## src/sv/wgt_pkg.sv

```systemverilog
package wgt_pkg;

  // data bits beyond this count read as zero, parity included
  localparam int unsigned MaxDataBits = 64;
  localparam int unsigned DataW       = 64;
  localparam int unsigned FrameBitsW  = 7;
  localparam int unsigned TickW       = 16;
  localparam int unsigned CfgIdxW     = 2;
  localparam int unsigned CfgDataW    = 16;

  // reset values of the configuration registers
  localparam logic [FrameBitsW-1:0] FrameBitsRst  = 7'd26;
  localparam logic [TickW-1:0]      PulseWidthRst = 16'd100;
  localparam logic [TickW-1:0]      BitPeriodRst  = 16'd1000;

  typedef enum logic [CfgIdxW-1:0] {
    CFG_FRAME_BITS  = 2'd0,
    CFG_PULSE_WIDTH = 2'd1,
    CFG_BIT_PERIOD  = 2'd2
  } wgt_cfg_idx_e;

  typedef enum logic [2:0] {
    PH_IDLE    = 3'd0,
    PH_PENDING = 3'd1,
    PH_EVEN    = 3'd2,
    PH_DATA    = 3'd3,
    PH_ODD     = 3'd4,
    PH_LAST    = 3'd5
  } wgt_phase_e;

  typedef struct packed {
    logic [FrameBitsW-1:0] frame_bits;
    logic [TickW-1:0]      pulse_width;
    logic [TickW-1:0]      bit_period;
  } wgt_cfg_t;

  // lines[0] drives the zero line, lines[1] the one line
  typedef struct packed {
    wgt_phase_e            phase;
    logic [FrameBitsW-1:0] bit_index;
    logic [TickW-1:0]      tick_count;
    logic [DataW-1:0]      shift_data;
    logic                  first_parity;
    logic                  last_parity;
    logic [1:0]            lines;
  } wgt_state_t;

  // mask of the k leading data bits, bit 63 first
  function automatic logic [DataW-1:0] top_mask(input logic [FrameBitsW-1:0] k);
    logic [FrameBitsW:0] kk;
    logic [DataW-1:0]    m;
    kk = {1'b0, k};
    if (kk > (FrameBitsW+1)'(MaxDataBits)) begin
      kk = (FrameBitsW+1)'(MaxDataBits);
    end
    if (kk >= (FrameBitsW+1)'(DataW)) begin
      m = '1;
    end else begin
      m = ~({DataW{1'b1}} >> kk);
    end
    return m;
  endfunction

  // data bit i of the frame, zero beyond the data width
  function automatic logic frame_bit(input logic [DataW-1:0] d,
                                     input logic [FrameBitsW-1:0] i);
    logic b;
    if (i >= FrameBitsW'(MaxDataBits) || i >= FrameBitsW'(DataW)) begin
      b = 1'b0;
    end else begin
      b = d[~i[5:0]];
    end
    return b;
  endfunction

endpackage

```

## src/sv/wgt_in_if.sv

```systemverilog
interface wgt_in_if;
  logic       valid;
  logic       ready;
  logic       cmd;
  logic [63:0] card_data;

  modport source (output valid, output cmd, output card_data, input ready);
  modport sink   (input valid, input cmd, input card_data, output ready);
endinterface

```

## src/sv/wgt_out_if.sv

```systemverilog
interface wgt_out_if;
  logic valid;
  logic ready;
  logic line_zero;
  logic line_one;
  logic busy_res;

  modport source (output valid, output line_zero, output line_one, output busy_res,
                  input ready);
  modport sink   (input valid, input line_zero, input line_one, input busy_res,
                  output ready);
endinterface

```

## src/sv/wgt_step.sv

```systemverilog
module wgt_step (
  input  wgt_pkg::wgt_cfg_t          cfg_i,
  input  wgt_pkg::wgt_state_t        cur_i,
  input  logic                       cmd_i,
  input  logic [wgt_pkg::DataW-1:0]  card_data_i,
  output wgt_pkg::wgt_state_t        nxt_o
);

  logic [wgt_pkg::TickW:0]        tick_inc;
  logic [wgt_pkg::FrameBitsW-1:0] n_data;
  logic [wgt_pkg::FrameBitsW-1:0] half;
  logic [wgt_pkg::DataW-1:0]      mask_first;
  logic [wgt_pkg::DataW-1:0]      mask_all;
  logic                           par_first;
  logic                           par_last;
  logic [wgt_pkg::FrameBitsW-1:0] bi_inc;
  logic                           drv_en;
  logic                           drv_bit;
  wgt_pkg::wgt_state_t            bit_st;

  // parities over the latched data
  always_comb begin
    n_data     = (cfg_i.frame_bits >= 7'd2) ? cfg_i.frame_bits - 7'd2 : '0;
    half       = n_data >> 1;
    mask_first = wgt_pkg::top_mask(half);
    mask_all   = wgt_pkg::top_mask(n_data);
    par_first  = ^(cur_i.shift_data & mask_first);
    par_last   = ~(^(cur_i.shift_data & mask_all & ~mask_first));
  end

  // start of the next bit slot
  always_comb begin
    bit_st  = cur_i;
    drv_en  = 1'b0;
    drv_bit = 1'b0;
    if (cur_i.phase == wgt_pkg::PH_PENDING) begin
      bit_st.first_parity = par_first;
      bit_st.last_parity  = par_last;
      bit_st.phase        = wgt_pkg::PH_EVEN;
      bit_st.bit_index    = '0;
    end
    case (bit_st.phase)
      wgt_pkg::PH_EVEN: begin
        drv_en       = 1'b1;
        drv_bit      = bit_st.first_parity;
        bit_st.phase = wgt_pkg::PH_DATA;
      end
      wgt_pkg::PH_DATA: begin
        drv_en  = 1'b1;
        drv_bit = wgt_pkg::frame_bit(cur_i.shift_data, bit_st.bit_index - 7'd1);
      end
      wgt_pkg::PH_ODD: begin
        drv_en       = 1'b1;
        drv_bit      = bit_st.last_parity;
        bit_st.phase = wgt_pkg::PH_LAST;
      end
      default: ;
    endcase
    if (drv_en) begin
      bit_st.lines = bit_st.lines | (drv_bit ? 2'b10 : 2'b01);
    end
    bi_inc = bit_st.bit_index + 7'd1;
    bit_st.bit_index = bi_inc;
    if ({1'b0, cfg_i.frame_bits} <= {1'b0, bi_inc} + 8'd1) begin
      bit_st.bit_index = '0;
      bit_st.phase     = wgt_pkg::PH_ODD;
    end
  end

  always_comb begin
    nxt_o    = cur_i;
    tick_inc = {1'b0, cur_i.tick_count} + 17'd1;
    if (cmd_i) begin
      nxt_o.shift_data = card_data_i;
      nxt_o.phase      = wgt_pkg::PH_PENDING;
    end else if (cur_i.phase != wgt_pkg::PH_IDLE) begin
      if (tick_inc >= {1'b0, cfg_i.bit_period}) begin
        nxt_o            = bit_st;
        nxt_o.tick_count = '0;
      end else begin
        nxt_o.tick_count = tick_inc[wgt_pkg::TickW-1:0];
        if (tick_inc == {1'b0, cfg_i.pulse_width}) begin
          nxt_o.lines = 2'b00;
          if (cur_i.phase == wgt_pkg::PH_LAST) begin
            nxt_o.phase = wgt_pkg::PH_IDLE;
          end
        end
      end
    end
  end

endmodule

```

## src/sv/wiegand_transmitter_core.sv

```systemverilog
// channel  | dir | payload                          | transaction
// ---------+-----+----------------------------------+-----------------------------
// in_i     | in  | cmd, card_data[63:0]             | valid && ready at clk_i rise
// out_o    | out | line_zero, line_one, busy_res    | valid && ready at clk_i rise
// cfg      | in  | cfg_we_i, cfg_idx_i, cfg_data_i  | cfg_we_i at clk_i rise
//
// the next state is formed in one pass of wgt_step and stored together with the
// result register, so a transaction can be taken every cycle while out_o does not stall
// in_i is ready whenever the result register is empty or being drained the same cycle
// a stalled result only holds off new input, nothing is dropped
// rst_ni is asynchronous, active low: sender idle, lines released, default timing
module wiegand_transmitter_core (
  input  logic                              clk_i,
  input  logic                              rst_ni,
  input  logic                              cfg_we_i,
  input  logic [wgt_pkg::CfgIdxW-1:0]       cfg_idx_i,
  input  logic [wgt_pkg::CfgDataW-1:0]      cfg_data_i,
  wgt_in_if.sink                            in_i,
  wgt_out_if.source                         out_o
);

  wgt_pkg::wgt_cfg_t   cfg_q;
  wgt_pkg::wgt_state_t state_q;
  wgt_pkg::wgt_state_t state_d;
  logic                out_valid_q;
  logic                line_zero_q;
  logic                line_one_q;
  logic                busy_q;
  logic                in_fire;

  // configuration registers, a write lands at the edge where it is enabled
  always_ff @(posedge clk_i or negedge rst_ni) begin
    if (!rst_ni) begin
      cfg_q.frame_bits  <= wgt_pkg::FrameBitsRst;
      cfg_q.pulse_width <= wgt_pkg::PulseWidthRst;
      cfg_q.bit_period  <= wgt_pkg::BitPeriodRst;
    end else if (cfg_we_i) begin
      case (cfg_idx_i)
        wgt_pkg::CFG_FRAME_BITS:  cfg_q.frame_bits  <= cfg_data_i[wgt_pkg::FrameBitsW-1:0];
        wgt_pkg::CFG_PULSE_WIDTH: cfg_q.pulse_width <= cfg_data_i;
        wgt_pkg::CFG_BIT_PERIOD:  cfg_q.bit_period  <= cfg_data_i;
        default: ;  // unused index, write dropped
      endcase
    end
  end

  // take a new item when the result slot is free or emptying now
  assign in_i.ready = !out_valid_q || out_o.ready;
  assign in_fire    = in_i.valid && in_i.ready;

  wgt_step u_step (
    .cfg_i       (cfg_q),
    .cur_i       (state_q),
    .cmd_i       (in_i.cmd),
    .card_data_i (in_i.card_data),
    .nxt_o       (state_d)
  );

  // sender state: phase, bit position, tick counter, data, parities, lines
  always_ff @(posedge clk_i or negedge rst_ni) begin
    if (!rst_ni) begin
      state_q.phase        <= wgt_pkg::PH_IDLE;
      state_q.bit_index    <= '0;
      state_q.tick_count   <= '0;
      state_q.shift_data   <= '0;
      state_q.first_parity <= 1'b0;
      state_q.last_parity  <= 1'b0;
      state_q.lines        <= 2'b00;
    end else if (in_fire) begin
      state_q <= state_d;
    end
  end

  // result register: line levels and busy after each item
  always_ff @(posedge clk_i or negedge rst_ni) begin
    if (!rst_ni) begin
      out_valid_q <= 1'b0;
    end else if (in_fire) begin
      out_valid_q <= 1'b1;
    end else if (out_o.ready) begin
      out_valid_q <= 1'b0;
    end
  end

  always_ff @(posedge clk_i) begin
    if (in_fire) begin
      line_zero_q <= state_d.lines[0];
      line_one_q  <= state_d.lines[1];
      busy_q      <= (state_d.phase != wgt_pkg::PH_IDLE);
    end
  end

  assign out_o.valid     = out_valid_q;
  assign out_o.line_zero = line_zero_q;
  assign out_o.line_one  = line_one_q;
  assign out_o.busy_res  = busy_q;

  // an idle sender never holds a line
  a_idle_released: assert property (@(posedge clk_i) disable iff (!rst_ni)
    state_q.phase == wgt_pkg::PH_IDLE |-> state_q.lines == 2'b00)
    else $error("line asserted while sender idle");

  // every accepted item leaves a result behind
  a_result_follows: assert property (@(posedge clk_i) disable iff (!rst_ni)
    in_fire |=> out_valid_q)
    else $error("accepted transaction produced no result");

  // data slots always have a nonzero position
  a_data_index: assert property (@(posedge clk_i) disable iff (!rst_ni)
    state_q.phase == wgt_pkg::PH_DATA |-> state_q.bit_index != '0)
    else $error("data phase with zero bit position");

  // a start always arms the sender
  a_start_arms: assert property (@(posedge clk_i) disable iff (!rst_ni)
    in_fire && in_i.cmd |=> state_q.phase == wgt_pkg::PH_PENDING)
    else $error("start transaction did not arm sender");

endmodule
```

## src/flat_wrapper.sv

```systemverilog
// flat-port wrapper written by rule: the top's interface ports become plain ports
module wiegand_transmitter_core_flat 
  (clk_i, rst_ni, cfg_we_i, cfg_idx_i, cfg_data_i, in_i_valid, in_i_cmd, in_i_card_data, in_i_ready, out_o_valid, out_o_line_zero, out_o_line_one, out_o_busy_res, out_o_ready);
  wgt_in_if in_i_i ();
  wgt_out_if out_o_i ();
  input  logic clk_i;
  input  logic rst_ni;
  input  logic cfg_we_i;
  input  logic [wgt_pkg::CfgIdxW-1:0] cfg_idx_i;
  input  logic [wgt_pkg::CfgDataW-1:0] cfg_data_i;
  input wire logic [$bits(in_i_i.valid)-1:0] in_i_valid;
  input wire logic [$bits(in_i_i.cmd)-1:0] in_i_cmd;
  input wire logic [$bits(in_i_i.card_data)-1:0] in_i_card_data;
  output wire logic [$bits(in_i_i.ready)-1:0] in_i_ready;
  output wire logic [$bits(out_o_i.valid)-1:0] out_o_valid;
  output wire logic [$bits(out_o_i.line_zero)-1:0] out_o_line_zero;
  output wire logic [$bits(out_o_i.line_one)-1:0] out_o_line_one;
  output wire logic [$bits(out_o_i.busy_res)-1:0] out_o_busy_res;
  input wire logic [$bits(out_o_i.ready)-1:0] out_o_ready;
  assign in_i_i.valid = in_i_valid;
  assign in_i_i.cmd = in_i_cmd;
  assign in_i_i.card_data = in_i_card_data;
  assign in_i_ready = in_i_i.ready;
  assign out_o_valid = out_o_i.valid;
  assign out_o_line_zero = out_o_i.line_zero;
  assign out_o_line_one = out_o_i.line_one;
  assign out_o_busy_res = out_o_i.busy_res;
  assign out_o_i.ready = out_o_ready;
  wiegand_transmitter_core u_core (.clk_i(clk_i), .rst_ni(rst_ni), .cfg_we_i(cfg_we_i), .cfg_idx_i(cfg_idx_i), .cfg_data_i(cfg_data_i), .in_i(in_i_i), .out_o(out_o_i));
endmodule
```

## config.mk

```make
export PLATFORM = sky130hd
export DESIGN_NAME = wiegand_transmitter_core_flat
export DESIGN_NICKNAME = d
export VERILOG_FILES = /design/src/sv/wgt_pkg.sv /design/src/sv/wgt_in_if.sv /design/src/sv/wgt_out_if.sv /design/src/sv/wgt_step.sv /design/src/sv/wiegand_transmitter_core.sv /design/src/flat_wrapper.sv
export SDC_FILE = /design/constraint.sdc
export NUM_CORES = 1
export LEC_CHECK = 0
export BUFFER_PORTS_ARGS = -buffer_cell sky130_fd_sc_hd__buf_2
export CORE_MARGIN = 8
export CORE_UTILIZATION = 55
export CTS_CLUSTER_SIZE = 25
export DETAILED_ROUTE_END_ITERATION = 16
export PLACE_DENSITY = 0.74
export SLEW_MARGIN = 15
export SYNTH_ARGS = -nofsm -noshare
export SYNTH_HDL_FRONTEND = slang
export SYNTH_HIERARCHICAL = 1
export SYNTH_SLANG_ARGS = --single-unit
export TNS_END_PERCENT = 10
```

## constraint.sdc

```tcl
create_clock -name clk_i -period 5.8 [get_ports clk_i]
set_input_delay 0.29 -clock clk_i [delete_from_list [all_inputs] [get_ports clk_i]]
set_output_delay 0.29 -clock clk_i [all_outputs]
set_load 0.1 [all_outputs]
```

==> impl_metrics.yaml <==
status:
  status: "complete, no violations"
timing:
  timing_worst_slew_pin_value_ns: 0.9659
  timing.final.max_slew_violations: 0
  timing.slew.headroom_pct: 35.14
  finalSetupViolCount: 0
  final-hold-violation-count: 0
  timing.final.ws_setup_ns: 0.5321
  final.min_clock_period_ns: 5.268
  finClkSkew_ns: 0.01691
  setup-tns-final_ns: 0
  rsz0062_at_grt: "no"
  max_clock_freq_mhz: 189.8
  finalCritPeriodShare_pct: 90.83
clocking:
  cts_buffer_count: 17
  cts_max_level: 4
  clkSinkCount: 137
  cts.path.max_buffers: 2
  cts_resized: 0
  worst_skew_pair_latency_ns: 0.44
  clk_transition_reported_paths_ns: 0.08
  holdBufCountCts: 1
  setup_bufs_post_cts: 0
  cts.root.buffer_cell: "sky130_fd_sc_hd__clkbuf_16"
  cts_tree: "built"
pwr:
  vdd.ir_drop.worst_v: 0.0003167
  leakage_nw: 5.727
  pwr-share-clk_pct: 17.0
  seqPwrFrac_pct: 22.9
  power_report.internal_total_mw: 3.888
  power_mw: 7.173
  power_switching_share_pct: 45.80
  pwr-share-comb_pct: 60.1
  pwr_density_cell_nw_per_um2: 536.4
  p_switching_mw: 3.285
final_layout:
  layout.cells.most_common: "sky130_fd_sc_hd__mux2_2"
  n_antenna_cell: 0
  layout.cells.most_common_list: "sky130_fd_sc_hd__mux2_2 (191), sky130_fd_sc_hd__dfrtp_1 (122), sky130_fd_sc_hd__nand2_1 (110)"
  areaGrowthSynthToFinish_pct: 12.49
  fin_nets: 1467
  layout_cell_share_with_drive_strength_beyond_1_pct: 30.93
  finalInstanceArea_um2: 13370
  layout.filler_cells: 1764
  postLayoutCoreUtil_pct: 63.42
logic_synthesis:
  synth.top_cells.by_area: "sky130_fd_sc_hd__dfrtp_1 (26%), sky130_fd_sc_hd__mux2_2 (18%), sky130_fd_sc_hd__xnor2_1 (4.9%)"
  synth_warnings: 6
  synth_top_cell_area_share_pct: 25.68
  mean_post_synth_cell_area_um2: 9.435
  yosys.area.top_type: "sky130_fd_sc_hd__dfrtp_1"
  synth-async-reset-ratio_pct: 97.81
  synth-seq-cells: 137
  synth.yosys.seq_area_share_pct: 29.09
  synth-compound-area-share_pct: 17.34
  post_synth_fa_ha_maj_area_fraction_pct: 3.263
  distinct_cells_synth: 87
  syn_nets: 1379
  syn-cell-area_um2: 11890
  synth_simple_gate_area_share_pct: 13.79
  largest_family_of_logic_cells_by_synthesized_area: "multiplexers"
  synth_edf_count: 3
  synth_xor_area_share_pct: 8.915
  yosys-mux-area-fraction_pct: 22.94
  synthFlopType: "sky130_fd_sc_hd__dfrtp_1"
  synthesis.instances: 1260
detailed_routing:
  drt_iter0_drc: 1080
  drt_pre_antenna_iters: 6
  drc: 0
  wl_per_cell_um: 25.68
  num_vias: 10870
  postRouteWirelength_um: 42010
  final_antenna_net_count: 0
  viasPerCell: 6.645
hold_path:
  worstHoldPathType: "in -> reg"
  min_from: "cfg_data_i[11]"
grt:
  grt_usage_pct: 31.42
  grt_pass1_vias: 10570
  antenna_found_initial: 1
  gr-total-overflow: 0
  grt_pass1_wl_um: 63890
  pin_count_of_the_biggest_net_entering_global_routing: 74
flow_run:
  max-cap-violations: 0
place:
  placement.cell_area_um2: 12720
  port-buffer-count: 92
  globalplace.congestion: 1.002
  dpl_worst_slack_ns: 0.6656
  post-dp-hpwl_um: 31290
setup_path:
  reg2reg_from: "u_core/cfg_q[33]"
  endpoint_class_of_the_critical_path: "flip-flop"
  critPathLaunch: "u_core/cfg_q[33]"
  setup.worst_path.class: "reg -> reg"
  setup.worst_path.start_class: "flip-flop"
  cp_data_required_time_ns: 6.17
  critical_path.max_fanout: 13
  worst-endpoint-arrival_ns: 5.64
die:
  die_width_um: 163.0
  effective_utilization_at_floorplan_pct: 56.37
  placeable_core_region_um2: 21090
  design.die.area_um2: 26570
  core.rowCount: 53
  die_height_um: 163.0
  pin_count: 93
## metrics by stage
| stage | cells | hold slack (ns) |
|---|---|---|
| after floorplan | 1260 | -0.005591 |
| after detailed placement | 1603 | 0.3567 |
| final | 1636 | 0.09452 |
| after global routing | 1636 | 0.08326 |
| after CTS | 1636 | 0.08597 |
| after global placement | 1603 | 0.3478 |
## logic make-up (layout without fill, tap and decap cells)
kind of cell	Yosys count	in the layout
AO/OA/AOI/OAI	303	303
multiplexers	228	228
AND/OR/NAND/NOR	329	329
XOR/XNOR	110	110
adder cells (fa/ha/maj)	31	31
flip-flops	137	137
buffers and inverters	122	223
## worst max-delay path, cell delays in order (launching register included)
cell	delay, ns
sky130_fd_sc_hd__dfstp_2	0.53
sky130_fd_sc_hd__inv_1	0.05
sky130_fd_sc_hd__ha_1	0.36
sky130_fd_sc_hd__xnor2_1	0.83
sky130_fd_sc_hd__nor2_1	0.27
sky130_fd_sc_hd__o21ai_1	0.32
sky130_fd_sc_hd__nor2_1	0.19
sky130_fd_sc_hd__o31a_1	0.36
sky130_fd_sc_hd__a221oi_2	0.22
sky130_fd_sc_hd__xnor2_1	0.16
sky130_fd_sc_hd__xnor3_1	0.24
sky130_fd_sc_hd__xnor3_1	0.38
sky130_fd_sc_hd__xnor3_1	0.35
sky130_fd_sc_hd__xnor2_1	0.21
sky130_fd_sc_hd__xnor3_1	0.36
sky130_fd_sc_hd__o31ai_2	0.17
sky130_fd_sc_hd__mux2_2	0.19
## cell usage after synthesis (5+ instances only)
cell type and n:
sky130_fd_sc_hd__a211oi_1 9, sky130_fd_sc_hd__a21o_1 9, sky130_fd_sc_hd__a21oi_1 51, sky130_fd_sc_hd__a22oi_1 5, sky130_fd_sc_hd__a31oi_1 9, sky130_fd_sc_hd__a32oi_1 7
sky130_fd_sc_hd__and2_1 5, sky130_fd_sc_hd__and3_1 7, sky130_fd_sc_hd__buf_2 23, sky130_fd_sc_hd__buf_6 9, sky130_fd_sc_hd__clkbuf_1 37, sky130_fd_sc_hd__dfrtp_1 122
sky130_fd_sc_hd__dfstp_2 12, sky130_fd_sc_hd__ha_1 31, sky130_fd_sc_hd__inv_1 48, sky130_fd_sc_hd__mux2_1 5, sky130_fd_sc_hd__mux2_2 191, sky130_fd_sc_hd__mux2i_1 16
sky130_fd_sc_hd__mux4_2 16, sky130_fd_sc_hd__nand2_1 110, sky130_fd_sc_hd__nand2b_1 5, sky130_fd_sc_hd__nand3_1 40, sky130_fd_sc_hd__nand4_1 18, sky130_fd_sc_hd__nor2_1 69
sky130_fd_sc_hd__nor2b_1 10, sky130_fd_sc_hd__nor3_1 14, sky130_fd_sc_hd__nor3b_1 5, sky130_fd_sc_hd__nor4_1 7, sky130_fd_sc_hd__o2111ai_1 5, sky130_fd_sc_hd__o211ai_1 20
sky130_fd_sc_hd__o21a_1 7, sky130_fd_sc_hd__o21ai_0 71, sky130_fd_sc_hd__o21ai_1 9, sky130_fd_sc_hd__o22ai_1 18, sky130_fd_sc_hd__o311ai_0 5, sky130_fd_sc_hd__o31a_1 7
sky130_fd_sc_hd__o31ai_1 26, sky130_fd_sc_hd__or3_1 11, sky130_fd_sc_hd__xnor2_1 67, sky130_fd_sc_hd__xnor3_1 7, sky130_fd_sc_hd__xor2_1 36
## flip-flops by register name, indices dropped and copies added, names as in the netlist
| name | flops |
|---|---|
| u_core/state_q | 94 |
| u_core/out_o.line_one | 1 |
| u_core/out_o.busy_res | 1 |
| u_core/out_o.valid | 1 |
| u_core/cfg_q | 39 |
| u_core/out_o.line_zero | 1 |
## routing by layer
metal	track usage, %	vias up	wire, um
met5	0	-	0
met4	14.39	0	2057
met2	51.30	585	19930
li1	-	4842	-
met3	4.933	140	3485
met1	40.39	5305	16530
## power by group through the flow
stage / sequential, mW / clock, mW / combinational (mW)
floorplan: 1.48 / 0 / 3.09
global placement: 1.64 / 0 / 4.14
detailed placement: 1.65 / 0 / 4.16
CTS: 1.63 / 1.23 / 4.20
global route: 1.68 / 1.27 / 4.56
finish: 1.64 / 1.22 / 4.31
## final timing paths
| path | endpoint | slack (ns) | cells after the start |
|---|---|---|---|
| worst max-delay path | u_core/state_q[2] | 0.53 | 16 |
| worst min-delay path | u_core/cfg_q[27] | 0.09 | 2 |
| worst max register to register | u_core/state_q[2] | 0.53 | 16 |
| worst min register to register | u_core/state_q[0] | 0.51 | 1 |
| max in group asynchronous | u_core/state_q[37] | 4.05 | 3 |
| min in group asynchronous | u_core/cfg_q[25] | 0.43 | 2 |
## area by class of cell
type	instances	area [um^2]	share of cell area [%]
timing repair buffer	142	857.1	6.409
clock buffer	18	450.4	3.368
clock inverter	14	195.2	1.460
sequential	137	3458	25.86
tap	275	344.1	2.573
multi-input combinational	1001	7884	58.95
inverter	49	183.9	1.375
Power figures use the tool's default switching activity.
